<file path="config.mk">
export PLATFORM = sky130hd
export DESIGN_NAME = grid_distance_heuristic
export DESIGN_NICKNAME = d
export VERILOG_FILES = /design/src/design/gdh_pkg.sv /design/src/design/gdh_front.sv /design/src/design/gdh_root_pipe.sv /design/src/design/grid_distance_heuristic.sv
export SDC_FILE = /design/constraint.sdc
export NUM_CORES = 2
export LEC_CHECK = 0
export BUFFER_PORTS_ARGS = -buffer_cell sky130_fd_sc_hd__buf_2
export CORE_AREA = 3 3 608 610
export DETAILED_ROUTE_END_ITERATION = 16
export DIE_AREA = 0 0 611 613
export PLACE_DENSITY_LB_ADDON = 0.05
export RECOVER_POWER = 50
export SLEW_MARGIN = 20
export SYNTH_ARGS = -nofsm -noshare
export SYNTH_HDL_FRONTEND = slang
export SYNTH_SLANG_ARGS = --single-unit
</file>
<file path="constraint.sdc">
create_clock -name clk -period 127.3 [get_ports clk]
set_input_delay 19.095 -clock clk [delete_from_list [all_inputs] [get_ports clk]]
set_output_delay 19.095 -clock clk [all_outputs]
set_load 0.05 [all_outputs]
</file>
<file path="src/design/gdh_pkg.sv">
`default_nettype none
// ----------------------------------------------------------------------------
// gdh_pkg
// Shared widths, beat types and metric codes for the grid distance heuristic.
// ----------------------------------------------------------------------------
package gdh_pkg;

    // field widths
    localparam int COORD_WIDTH   = 16;
    localparam int FRAC_BITS     = 8;
    localparam int NUM_AXES      = 3;
    localparam int DIST_WIDTH    = COORD_WIDTH + FRAC_BITS + 2;

    // internal widths
    localparam int SQ_WIDTH      = 2 * COORD_WIDTH;
    localparam int SUM_WIDTH     = 2 * COORD_WIDTH + 2;
    localparam int ABS_SUM_WIDTH = COORD_WIDTH + 2;
    localparam int ROOT_BITS     = SUM_WIDTH / 2 + FRAC_BITS;
    localparam int REM_WIDTH     = ROOT_BITS + 2;

    // mask over the fraction bits of a distance
    localparam logic [DIST_WIDTH-1:0] FRAC_MASK =
        DIST_WIDTH'((64'd1 << FRAC_BITS) - 64'd1);

    typedef enum logic
    {
        METRIC_EUCLID    = 1'b0,
        METRIC_MANHATTAN = 1'b1
    } metric_t;

    typedef logic [NUM_AXES-1:0][COORD_WIDTH-1:0] point_t;

    // beat leaving the difference and square stages
    typedef struct packed
    {
        logic                     valid;
        metric_t                  mode;
        logic [ABS_SUM_WIDTH-1:0] sum_abs;
        logic [SUM_WIDTH-1:0]     sum_sq;
    } front_beat_t;

    // payload carried through one root stage
    typedef struct packed
    {
        metric_t                  mode;
        logic [ABS_SUM_WIDTH-1:0] sum_abs;
        logic [SUM_WIDTH-1:0]     rad;
        logic [REM_WIDTH-1:0]     rem;
        logic [ROOT_BITS-1:0]     root;
    } root_data_t;

    // beat leaving the root pipeline
    typedef struct packed
    {
        logic                     valid;
        metric_t                  mode;
        logic [ABS_SUM_WIDTH-1:0] sum_abs;
        logic [ROOT_BITS-1:0]     root;
    } root_beat_t;

endpackage
`default_nettype wire

</file>
<file path="src/design/gdh_front.sv">
`default_nettype none
// ----------------------------------------------------------------------------
// gdh_front
// Three register stages: absolute axis differences, squares and abs sum,
// then the sum of squares.
// ----------------------------------------------------------------------------
module gdh_front
(
    input  wire                   clk,
    input  wire                   rst_n,
    input  wire                   en,
    input  wire                   in_valid,
    input  gdh_pkg::metric_t      in_mode,
    input  gdh_pkg::point_t       first_pt,
    input  gdh_pkg::point_t       second_pt,
    output gdh_pkg::front_beat_t  beat
);
    import gdh_pkg::*;

    logic                                  valid_a_reg;
    logic                                  valid_b_reg;
    logic                                  valid_c_reg;
    metric_t                               mode_a_reg;
    metric_t                               mode_b_reg;
    metric_t                               mode_c_reg;
    logic [NUM_AXES-1:0][COORD_WIDTH-1:0]  abs_next;
    logic [NUM_AXES-1:0][COORD_WIDTH-1:0]  abs_a_reg;
    logic [NUM_AXES-1:0][SQ_WIDTH-1:0]     sq_b_reg;
    logic [ABS_SUM_WIDTH-1:0]              abs_sum_next;
    logic [ABS_SUM_WIDTH-1:0]              abs_sum_b_reg;
    logic [ABS_SUM_WIDTH-1:0]              abs_sum_c_reg;
    logic [SUM_WIDTH-1:0]                  sum_sq_next;
    logic [SUM_WIDTH-1:0]                  sum_sq_c_reg;

    // absolute difference per axis, one extra bit for the subtract
    always_comb
    begin
        logic [COORD_WIDTH:0] diff;
        for (int k = 0; k < NUM_AXES; k++)
        begin
            diff = {first_pt[k][COORD_WIDTH-1], first_pt[k]}
                 - {second_pt[k][COORD_WIDTH-1], second_pt[k]};
            if (diff[COORD_WIDTH])
                abs_next[k] = COORD_WIDTH'(~diff + 1'b1);
            else
                abs_next[k] = diff[COORD_WIDTH-1:0];
        end
    end

    // sum of absolute differences
    always_comb
    begin
        abs_sum_next = '0;
        for (int k = 0; k < NUM_AXES; k++)
            abs_sum_next = abs_sum_next + ABS_SUM_WIDTH'(abs_a_reg[k]);
    end

    // sum of squares
    always_comb
    begin
        sum_sq_next = '0;
        for (int k = 0; k < NUM_AXES; k++)
            sum_sq_next = sum_sq_next + SUM_WIDTH'(sq_b_reg[k]);
    end

    // valid bits
    always_ff @(posedge clk or negedge rst_n)
    begin
        if (!rst_n)
        begin
            valid_a_reg <= 1'b0;
            valid_b_reg <= 1'b0;
            valid_c_reg <= 1'b0;
        end
        else if (en)
        begin
            valid_a_reg <= in_valid;
            valid_b_reg <= valid_a_reg;
            valid_c_reg <= valid_b_reg;
        end
    end

    // payload stages
    always_ff @(posedge clk)
    begin
        if (en)
        begin
            mode_a_reg    <= in_mode;
            abs_a_reg     <= abs_next;
            mode_b_reg    <= mode_a_reg;
            abs_sum_b_reg <= abs_sum_next;
            for (int k = 0; k < NUM_AXES; k++)
                sq_b_reg[k] <= abs_a_reg[k] * abs_a_reg[k];
            mode_c_reg    <= mode_b_reg;
            abs_sum_c_reg <= abs_sum_b_reg;
            sum_sq_c_reg  <= sum_sq_next;
        end
    end

    assign beat.valid   = valid_c_reg;
    assign beat.mode    = mode_c_reg;
    assign beat.sum_abs = abs_sum_c_reg;
    assign beat.sum_sq  = sum_sq_c_reg;

endmodule
`default_nettype wire

</file>
<file path="src/design/gdh_root_pipe.sv">
`default_nettype none
// ----------------------------------------------------------------------------
// gdh_root_pipe
// Restoring square root, one root bit per register stage, radicand pairs
// taken from the top; zero pairs shift in for the fraction bits.
// ----------------------------------------------------------------------------
module gdh_root_pipe
(
    input  wire                   clk,
    input  wire                   rst_n,
    input  wire                   en,
    input  gdh_pkg::front_beat_t  in_beat,
    output gdh_pkg::root_beat_t   out_beat
);
    import gdh_pkg::*;

    logic [ROOT_BITS-1:0] valid_reg;
    root_data_t           stage_reg  [ROOT_BITS];
    root_data_t           stage_next [ROOT_BITS];
    root_data_t           stage_prev [ROOT_BITS];
    logic                 valid_prev [ROOT_BITS];

    // first stage starts from the summed squares
    assign stage_prev[0].mode    = in_beat.mode;
    assign stage_prev[0].sum_abs = in_beat.sum_abs;
    assign stage_prev[0].rad     = in_beat.sum_sq;
    assign stage_prev[0].rem     = '0;
    assign stage_prev[0].root    = '0;
    assign valid_prev[0]         = in_beat.valid;

    genvar k;
    generate
        for (k = 0; k < ROOT_BITS; k++)
        begin : g_stage
            if (k > 0)
            begin : g_link
                assign stage_prev[k] = stage_reg[k-1];
                assign valid_prev[k] = valid_reg[k-1];
            end

            // one trial subtract per stage
            always_comb
            begin
                logic [REM_WIDTH-1:0] rem_sh;
                logic [REM_WIDTH-1:0] trial;
                rem_sh = {stage_prev[k].rem[REM_WIDTH-3:0],
                          stage_prev[k].rad[SUM_WIDTH-1 -: 2]};
                trial  = {stage_prev[k].root, 2'b01};
                stage_next[k].mode    = stage_prev[k].mode;
                stage_next[k].sum_abs = stage_prev[k].sum_abs;
                stage_next[k].rad     = stage_prev[k].rad << 2;
                if (rem_sh >= trial)
                begin
                    stage_next[k].rem  = rem_sh - trial;
                    stage_next[k].root = {stage_prev[k].root[ROOT_BITS-2:0], 1'b1};
                end
                else
                begin
                    stage_next[k].rem  = rem_sh;
                    stage_next[k].root = {stage_prev[k].root[ROOT_BITS-2:0], 1'b0};
                end
            end

            always_ff @(posedge clk or negedge rst_n)
            begin
                if (!rst_n)
                    valid_reg[k] <= 1'b0;
                else if (en)
                    valid_reg[k] <= valid_prev[k];
            end

            always_ff @(posedge clk)
            begin
                if (en)
                    stage_reg[k] <= stage_next[k];
            end
        end
    endgenerate

    assign out_beat.valid   = valid_reg[ROOT_BITS-1];
    assign out_beat.mode    = stage_reg[ROOT_BITS-1].mode;
    assign out_beat.sum_abs = stage_reg[ROOT_BITS-1].sum_abs;
    assign out_beat.root    = stage_reg[ROOT_BITS-1].root;

    // remainder of a finished root never exceeds twice the root
    a_rem_bound: assert property (@(posedge clk) disable iff (!rst_n)
        valid_reg[ROOT_BITS-1] |->
            (stage_reg[ROOT_BITS-1].rem
                <= REM_WIDTH'({stage_reg[ROOT_BITS-1].root, 1'b0})))
        else $error("root remainder out of bound");

    // every radicand pair has been consumed by the last stage
    a_rad_used: assert property (@(posedge clk) disable iff (!rst_n)
        valid_reg[ROOT_BITS-1] |-> (stage_reg[ROOT_BITS-1].rad == '0))
        else $error("radicand not fully consumed");

    // a beat taken in shows up in the first root stage in the next cycle
    a_pipe_len: assert property (@(posedge clk) disable iff (!rst_n)
        (en && in_beat.valid) |=> (valid_reg[0]))
        else $error("root stage dropped a beat");

endmodule
`default_nettype wire

</file>
<file path="src/design/grid_distance_heuristic.sv">
`default_nettype none
// ----------------------------------------------------------------------------
// grid_distance_heuristic
// Euclidean or Manhattan distance between two 3-D grid points, unsigned
// fixed point with FRAC_BITS fraction bits, Euclidean root truncated.
// ----------------------------------------------------------------------------
//  channel   signals                                  direction
//  input     in_valid, in_stall, first_*, second_*    in (in_stall out)
//  output    out_valid, out_stall, distance           out (out_stall in)
//  config    cfg_wr_en, cfg_wr_data (metric_mode)     in
//
//  One beat accepted per cycle while in_stall is low; a beat passes the front
//  stages, the one-bit-per-stage square root pipeline and the output register.
//  Reset clears all valid bits and sets the metric to Euclidean.
//  The whole pipeline holds while a result sits in the output register and
//  out_stall is high; in_stall follows that condition.
// ----------------------------------------------------------------------------
module grid_distance_heuristic
(
    input  wire                                   clk,
    input  wire                                   rst_n,
    input  wire                                   cfg_wr_en,
    input  wire                                   cfg_wr_data,
    input  wire                                   in_valid,
    output logic                                  in_stall,
    input  wire  signed [gdh_pkg::COORD_WIDTH-1:0] first_x,
    input  wire  signed [gdh_pkg::COORD_WIDTH-1:0] first_y,
    input  wire  signed [gdh_pkg::COORD_WIDTH-1:0] first_z,
    input  wire  signed [gdh_pkg::COORD_WIDTH-1:0] second_x,
    input  wire  signed [gdh_pkg::COORD_WIDTH-1:0] second_y,
    input  wire  signed [gdh_pkg::COORD_WIDTH-1:0] second_z,
    output logic                                  out_valid,
    input  wire                                   out_stall,
    output logic        [gdh_pkg::DIST_WIDTH-1:0]  distance
);
    import gdh_pkg::*;

    metric_t                metric_mode_reg;
    logic                   out_valid_reg;
    metric_t                out_mode_reg;
    logic [DIST_WIDTH-1:0]  distance_reg;
    logic [DIST_WIDTH-1:0]  distance_next;
    logic                   en;
    point_t                 first_pt;
    point_t                 second_pt;
    front_beat_t            front_beat;
    root_beat_t             root_beat;

    // pipeline advances unless a result is held
    assign en       = !(out_valid_reg && out_stall);
    assign in_stall = !en;

    assign first_pt  = {first_z, first_y, first_x};
    assign second_pt = {second_z, second_y, second_x};

    // metric register
    always_ff @(posedge clk or negedge rst_n)
    begin
        if (!rst_n)
            metric_mode_reg <= METRIC_EUCLID;
        else if (cfg_wr_en)
            metric_mode_reg <= metric_t'(cfg_wr_data);
    end

    gdh_front u_front
    (
        .clk       (clk),
        .rst_n     (rst_n),
        .en        (en),
        .in_valid  (in_valid),
        .in_mode   (metric_mode_reg),
        .first_pt  (first_pt),
        .second_pt (second_pt),
        .beat      (front_beat)
    );

    gdh_root_pipe u_root
    (
        .clk      (clk),
        .rst_n    (rst_n),
        .en       (en),
        .in_beat  (front_beat),
        .out_beat (root_beat)
    );

    // metric select
    always_comb
    begin
        unique case (root_beat.mode)
            METRIC_MANHATTAN: distance_next = DIST_WIDTH'(root_beat.sum_abs) << FRAC_BITS;
            METRIC_EUCLID:    distance_next = DIST_WIDTH'(root_beat.root);
            default:          distance_next = DIST_WIDTH'(root_beat.root);
        endcase
    end

    // output register
    always_ff @(posedge clk or negedge rst_n)
    begin
        if (!rst_n)
            out_valid_reg <= 1'b0;
        else if (en)
            out_valid_reg <= root_beat.valid;
    end

    always_ff @(posedge clk)
    begin
        if (en)
        begin
            distance_reg <= distance_next;
            out_mode_reg <= root_beat.mode;
        end
    end

    assign out_valid = out_valid_reg;
    assign distance  = distance_reg;

    // a Manhattan result has no fraction part
    a_manhattan_frac: assert property (@(posedge clk) disable iff (!rst_n)
        (out_valid_reg && out_mode_reg == METRIC_MANHATTAN)
            |-> ((distance_reg & FRAC_MASK) == '0))
        else $error("manhattan distance has fraction bits");

    // a held result stays in the output register
    a_hold: assert property (@(posedge clk) disable iff (!rst_n)
        (out_valid_reg && out_stall) |=> (out_valid_reg && $stable(distance_reg)))
        else $error("held result lost");

    // the pipe never advances into a held result
    a_no_advance: assert property (@(posedge clk) disable iff (!rst_n)
        (out_valid_reg && out_stall) |-> !en)
        else $error("pipeline advanced over a held result");

endmodule
`default_nettype wire
</file>
==> flow_metrics.tcl <==
set metrics [dict create \
    cp.arrival_ns 20.26 \
    clock-sinks 1902 \
    drc 0 \
    clk_pin_slew_worst_paths_ns 0.06 \
    slew_viol_final 574 \
    slowest_delay_ns 0.60 \
    syn_area_per_cell_um2 12.1 \
    antenna_found_initial 5 \
    via_per_inst 4.56 \
    overflow 0 \
    cts-root-buf "clkbuf_16" \
    worstSetupStartpoint "out_stall" \
    critPathMaxFanout 21 \
    nNetsFinal 10692 \
    crit_type "in2out" \
    coreArea_um2 365000 \
    start_util_pct 30.0 \
    wirelength_um 251000 \
    setup_tns_ns 0 \
    max_slew_margin_pct -497 \
    io-pin-count 130 \
    cts-htree-levels 4 \
    synth_nets 10398 \
    die_height_um 613 \
    grt_pass1_vias 69369 \
    cts_tree "yes" \
    track_usage_pct 13.4 \
    areaGrowthSynthToFinish_pct 12.9 \
    ys_warn_count 0 \
    die_area_um2 375000 \
    critical_path.top_delay_family "simple AND/OR/NAND/NOR gates" \
    violations "capacitance limit, slew limit" \
    reg2regPathDepth 5 \
    dp_hpwl_um 188000 \
    final.min_clock_period_ns 39.35 \
    cp.required_ns 108.21 \
    grt_pass1_wl_um 398000 \
    first_pass_iters 8 \
    yosysSeqAreaShare_pct 52.1 \
    synth-edff-count 1872 \
    netlist.area_leader.share_pct 51.4 \
    synth-main-ff-cell "edfxtp_1" \
    cp-start-kind "input port" \
    synth.area.top_cells "edfxtp_1 (51%), fa_1 (9.2%), ha_1 (9.0%)" \
    synth_cell_type_count 104 \
    period_share_pct 30.9 \
    hp-start "u_root.stage_reg[21][88]$_DFFE_PN_" \
    vias 65341 \
    rows 222 \
    cp_cell_sequence "buf_2 > nand2_1 > inv_1 > buf_2" \
    final_antenna_net_count 0 \
    critical_path_buf_inv_count 3 \
    fmax_ghz 0.0254 \
    finClkSkew_ns 0.0815 \
    hold_path_depth 0 \
    ys_ff_latch 1902 \
    rsz0062_at_grt "no" \
    status "finished with violations" \
    drive_above_1_share_pct 7.25 \
    post_cts_resized 0 \
    netlist_area_um2 109000 \
    crit_top_cell "buf_2" \
    gp_congestion 0.794 \
    r2r-start "out_valid$_DFFE_PN0N_" \
    grt_max_degree 179 \
    finalSetupViolCount 0 \
    cts_made_buffers 225 \
    wl_per_cell_um 17.5 \
    hold_path_class "reg2reg" \
    async_flop_share_pct 1.58 \
    end_kind "output pin" \
    ctsHoldBuffers 0 \
    drt_iter0_drc 3501 \
    cp.depth 4 \
    drv_cap 13 \
    n_fill_cell 36265 \
    hold_viol 0 \
    portBuffers 129 \
    largest_reg_flops 1632 \
    synth_top_area_cell "edfxtp_1" \
    cp_slowest_cell "nand2_1" \
    synthCells 9007 \
    cts_buffer_depth 4 \
    clk-insertion-delay-late_ns 0.91 \
    fp.dieW_um 611 \
    tightest_slew_ns 8.96 \
    cts_setup_buffers 0 \
]
-- area by class of cell --
type                       instances  area, um^2  area share (%)
clock inverter                   135        1570            1.27
tap                             4816        6030            4.88
inverter                        1286        4830            3.91
sequential                      1902       57000            46.1
timing repair buffer             211        1210           0.978
clock buffer                     279        5930            4.80
multi-input combinational       5675       47000            38.0
antenna                           12        30.0          0.0243
-- metal layers --
| metal | vias up | share of wire [%] | GRT usage, % | routed length (um) |
|---|---|---|---|---|
| li1 | 32235 | - | - | - |
| met1 | 32022 | 42 | 16.0 | 107000 |
| met2 | 725 | 52 | 25.1 | 131000 |
| met3 | 357 | 2.4 | 1.39 | 6100 |
| met4 | 2 | 2.6 | 3.74 | 6550 |
| met5 | - | 0.0052 | 0 | 13 |
-- worst register-to-register path: stages, from the launching register on --
cell      delay (ns)
dfrtp_1         0.37
nand2_1         0.61
clkbuf_1        6.22
buf_4           1.43
buf_12          0.56
buf_12          0.97
-- cell usage after synthesis (24+ instances only) --
| cell | n |
|---|---|
| a21oi_1 | 429 |
| and3_1 | 50 |
| o21a_1 | 103 |
| mux2_2 | 119 |
| a211oi_1 | 54 |
| nand2_1 | 651 |
| inv_1 | 1286 |
| a21o_1 | 179 |
| and2_1 | 137 |
| xnor2_1 | 394 |
| o211ai_1 | 30 |
| or4_1 | 24 |
| nand2b_1 | 80 |
| dfrtp_1 | 30 |
| nor2_1 | 432 |
| o21bai_1 | 60 |
| nand3_1 | 106 |
| or3_1 | 55 |
| nor3_1 | 199 |
| a31oi_1 | 46 |
| xor2_1 | 281 |
| nand4_1 | 49 |
| edfxtp_1 | 1872 |
| nor4_1 | 68 |
| fa_1 | 501 |
| clkbuf_1 | 123 |
| nor2b_1 | 93 |
| o31ai_1 | 61 |
| o21ai_0 | 344 |
| or2_2 | 42 |
| ha_1 | 788 |
-- final timing paths --
| path | endpoint | slack (ns) |
|---|---|---|
| min in group asynchronous | metric_mode_reg$_DFFE_PN0P_ | 18.58 |
| min | u_root.stage_reg[22][88]$_DFFE_PN_ | 0.36 |
| max | in_stall | 87.95 |
| max reg2reg | u_root.stage_reg[0][64]$_DFFE_PN_ | 116.57 |
| min reg2reg | u_root.stage_reg[22][88]$_DFFE_PN_ | 0.36 |
| max in group asynchronous | u_root.valid_prev[19]$_DFFE_PN0N_ | 107.81 |
-- cells in the final DEF, fill, tap and decap left out, types with 70 or more instances in the layout --
| cell | n |
|---|---|
| nand2_1 | 651 |
| xor2_1 | 281 |
| o21ai_0 | 355 |
| nor2_1 | 432 |
| mux2_2 | 93 |
| nor4_1 | 70 |
| a21o_1 | 179 |
| nor2b_1 | 93 |
| fa_1 | 501 |
| edfxtp_1 | 1872 |
| nand2b_1 | 80 |
| inv_1 | 1286 |
| a21oi_1 | 428 |
| and2_1 | 122 |
| xnor2_1 | 394 |
| ha_1 | 788 |
| buf_2 | 128 |
| clkbuf_1 | 72 |
| o21a_1 | 103 |
| nand3_1 | 106 |
| nor3_1 | 202 |
| clkbuf_16 | 227 |
-- through the flow --
step	hold WS, ns	cell area, um^2	cells	setup slack (ns)	util [%]
after detailed placement	0.405	116000	13890	88.37	31.8
after floorplan	0.400	109000	9007	22.85	-
final	0.362	124000	14316	87.95	33.8
after global routing	0.359	124000	14313	87.77	33.8
after global placement	0.401	116000	13890	88.36	31.8
after CTS	0.360	124000	14304	88.37	33.9
-- cells by family after synthesis --
family | share of synthesized area (%)
buffers and inverters | 4.94
XOR/XNOR | 5.41
AND/OR/NAND/NOR | 9.27
flip-flops | 52.1
other | 0.00343
multiplexers | 1.28
AO/OA/AOI/OAI | 8.83
adder cells (fa/ha/maj) | 18.2
Power is left out: the tool's default activity adds up to more than one toggle a clock period on the data nets, which glitch-free logic cannot reach.
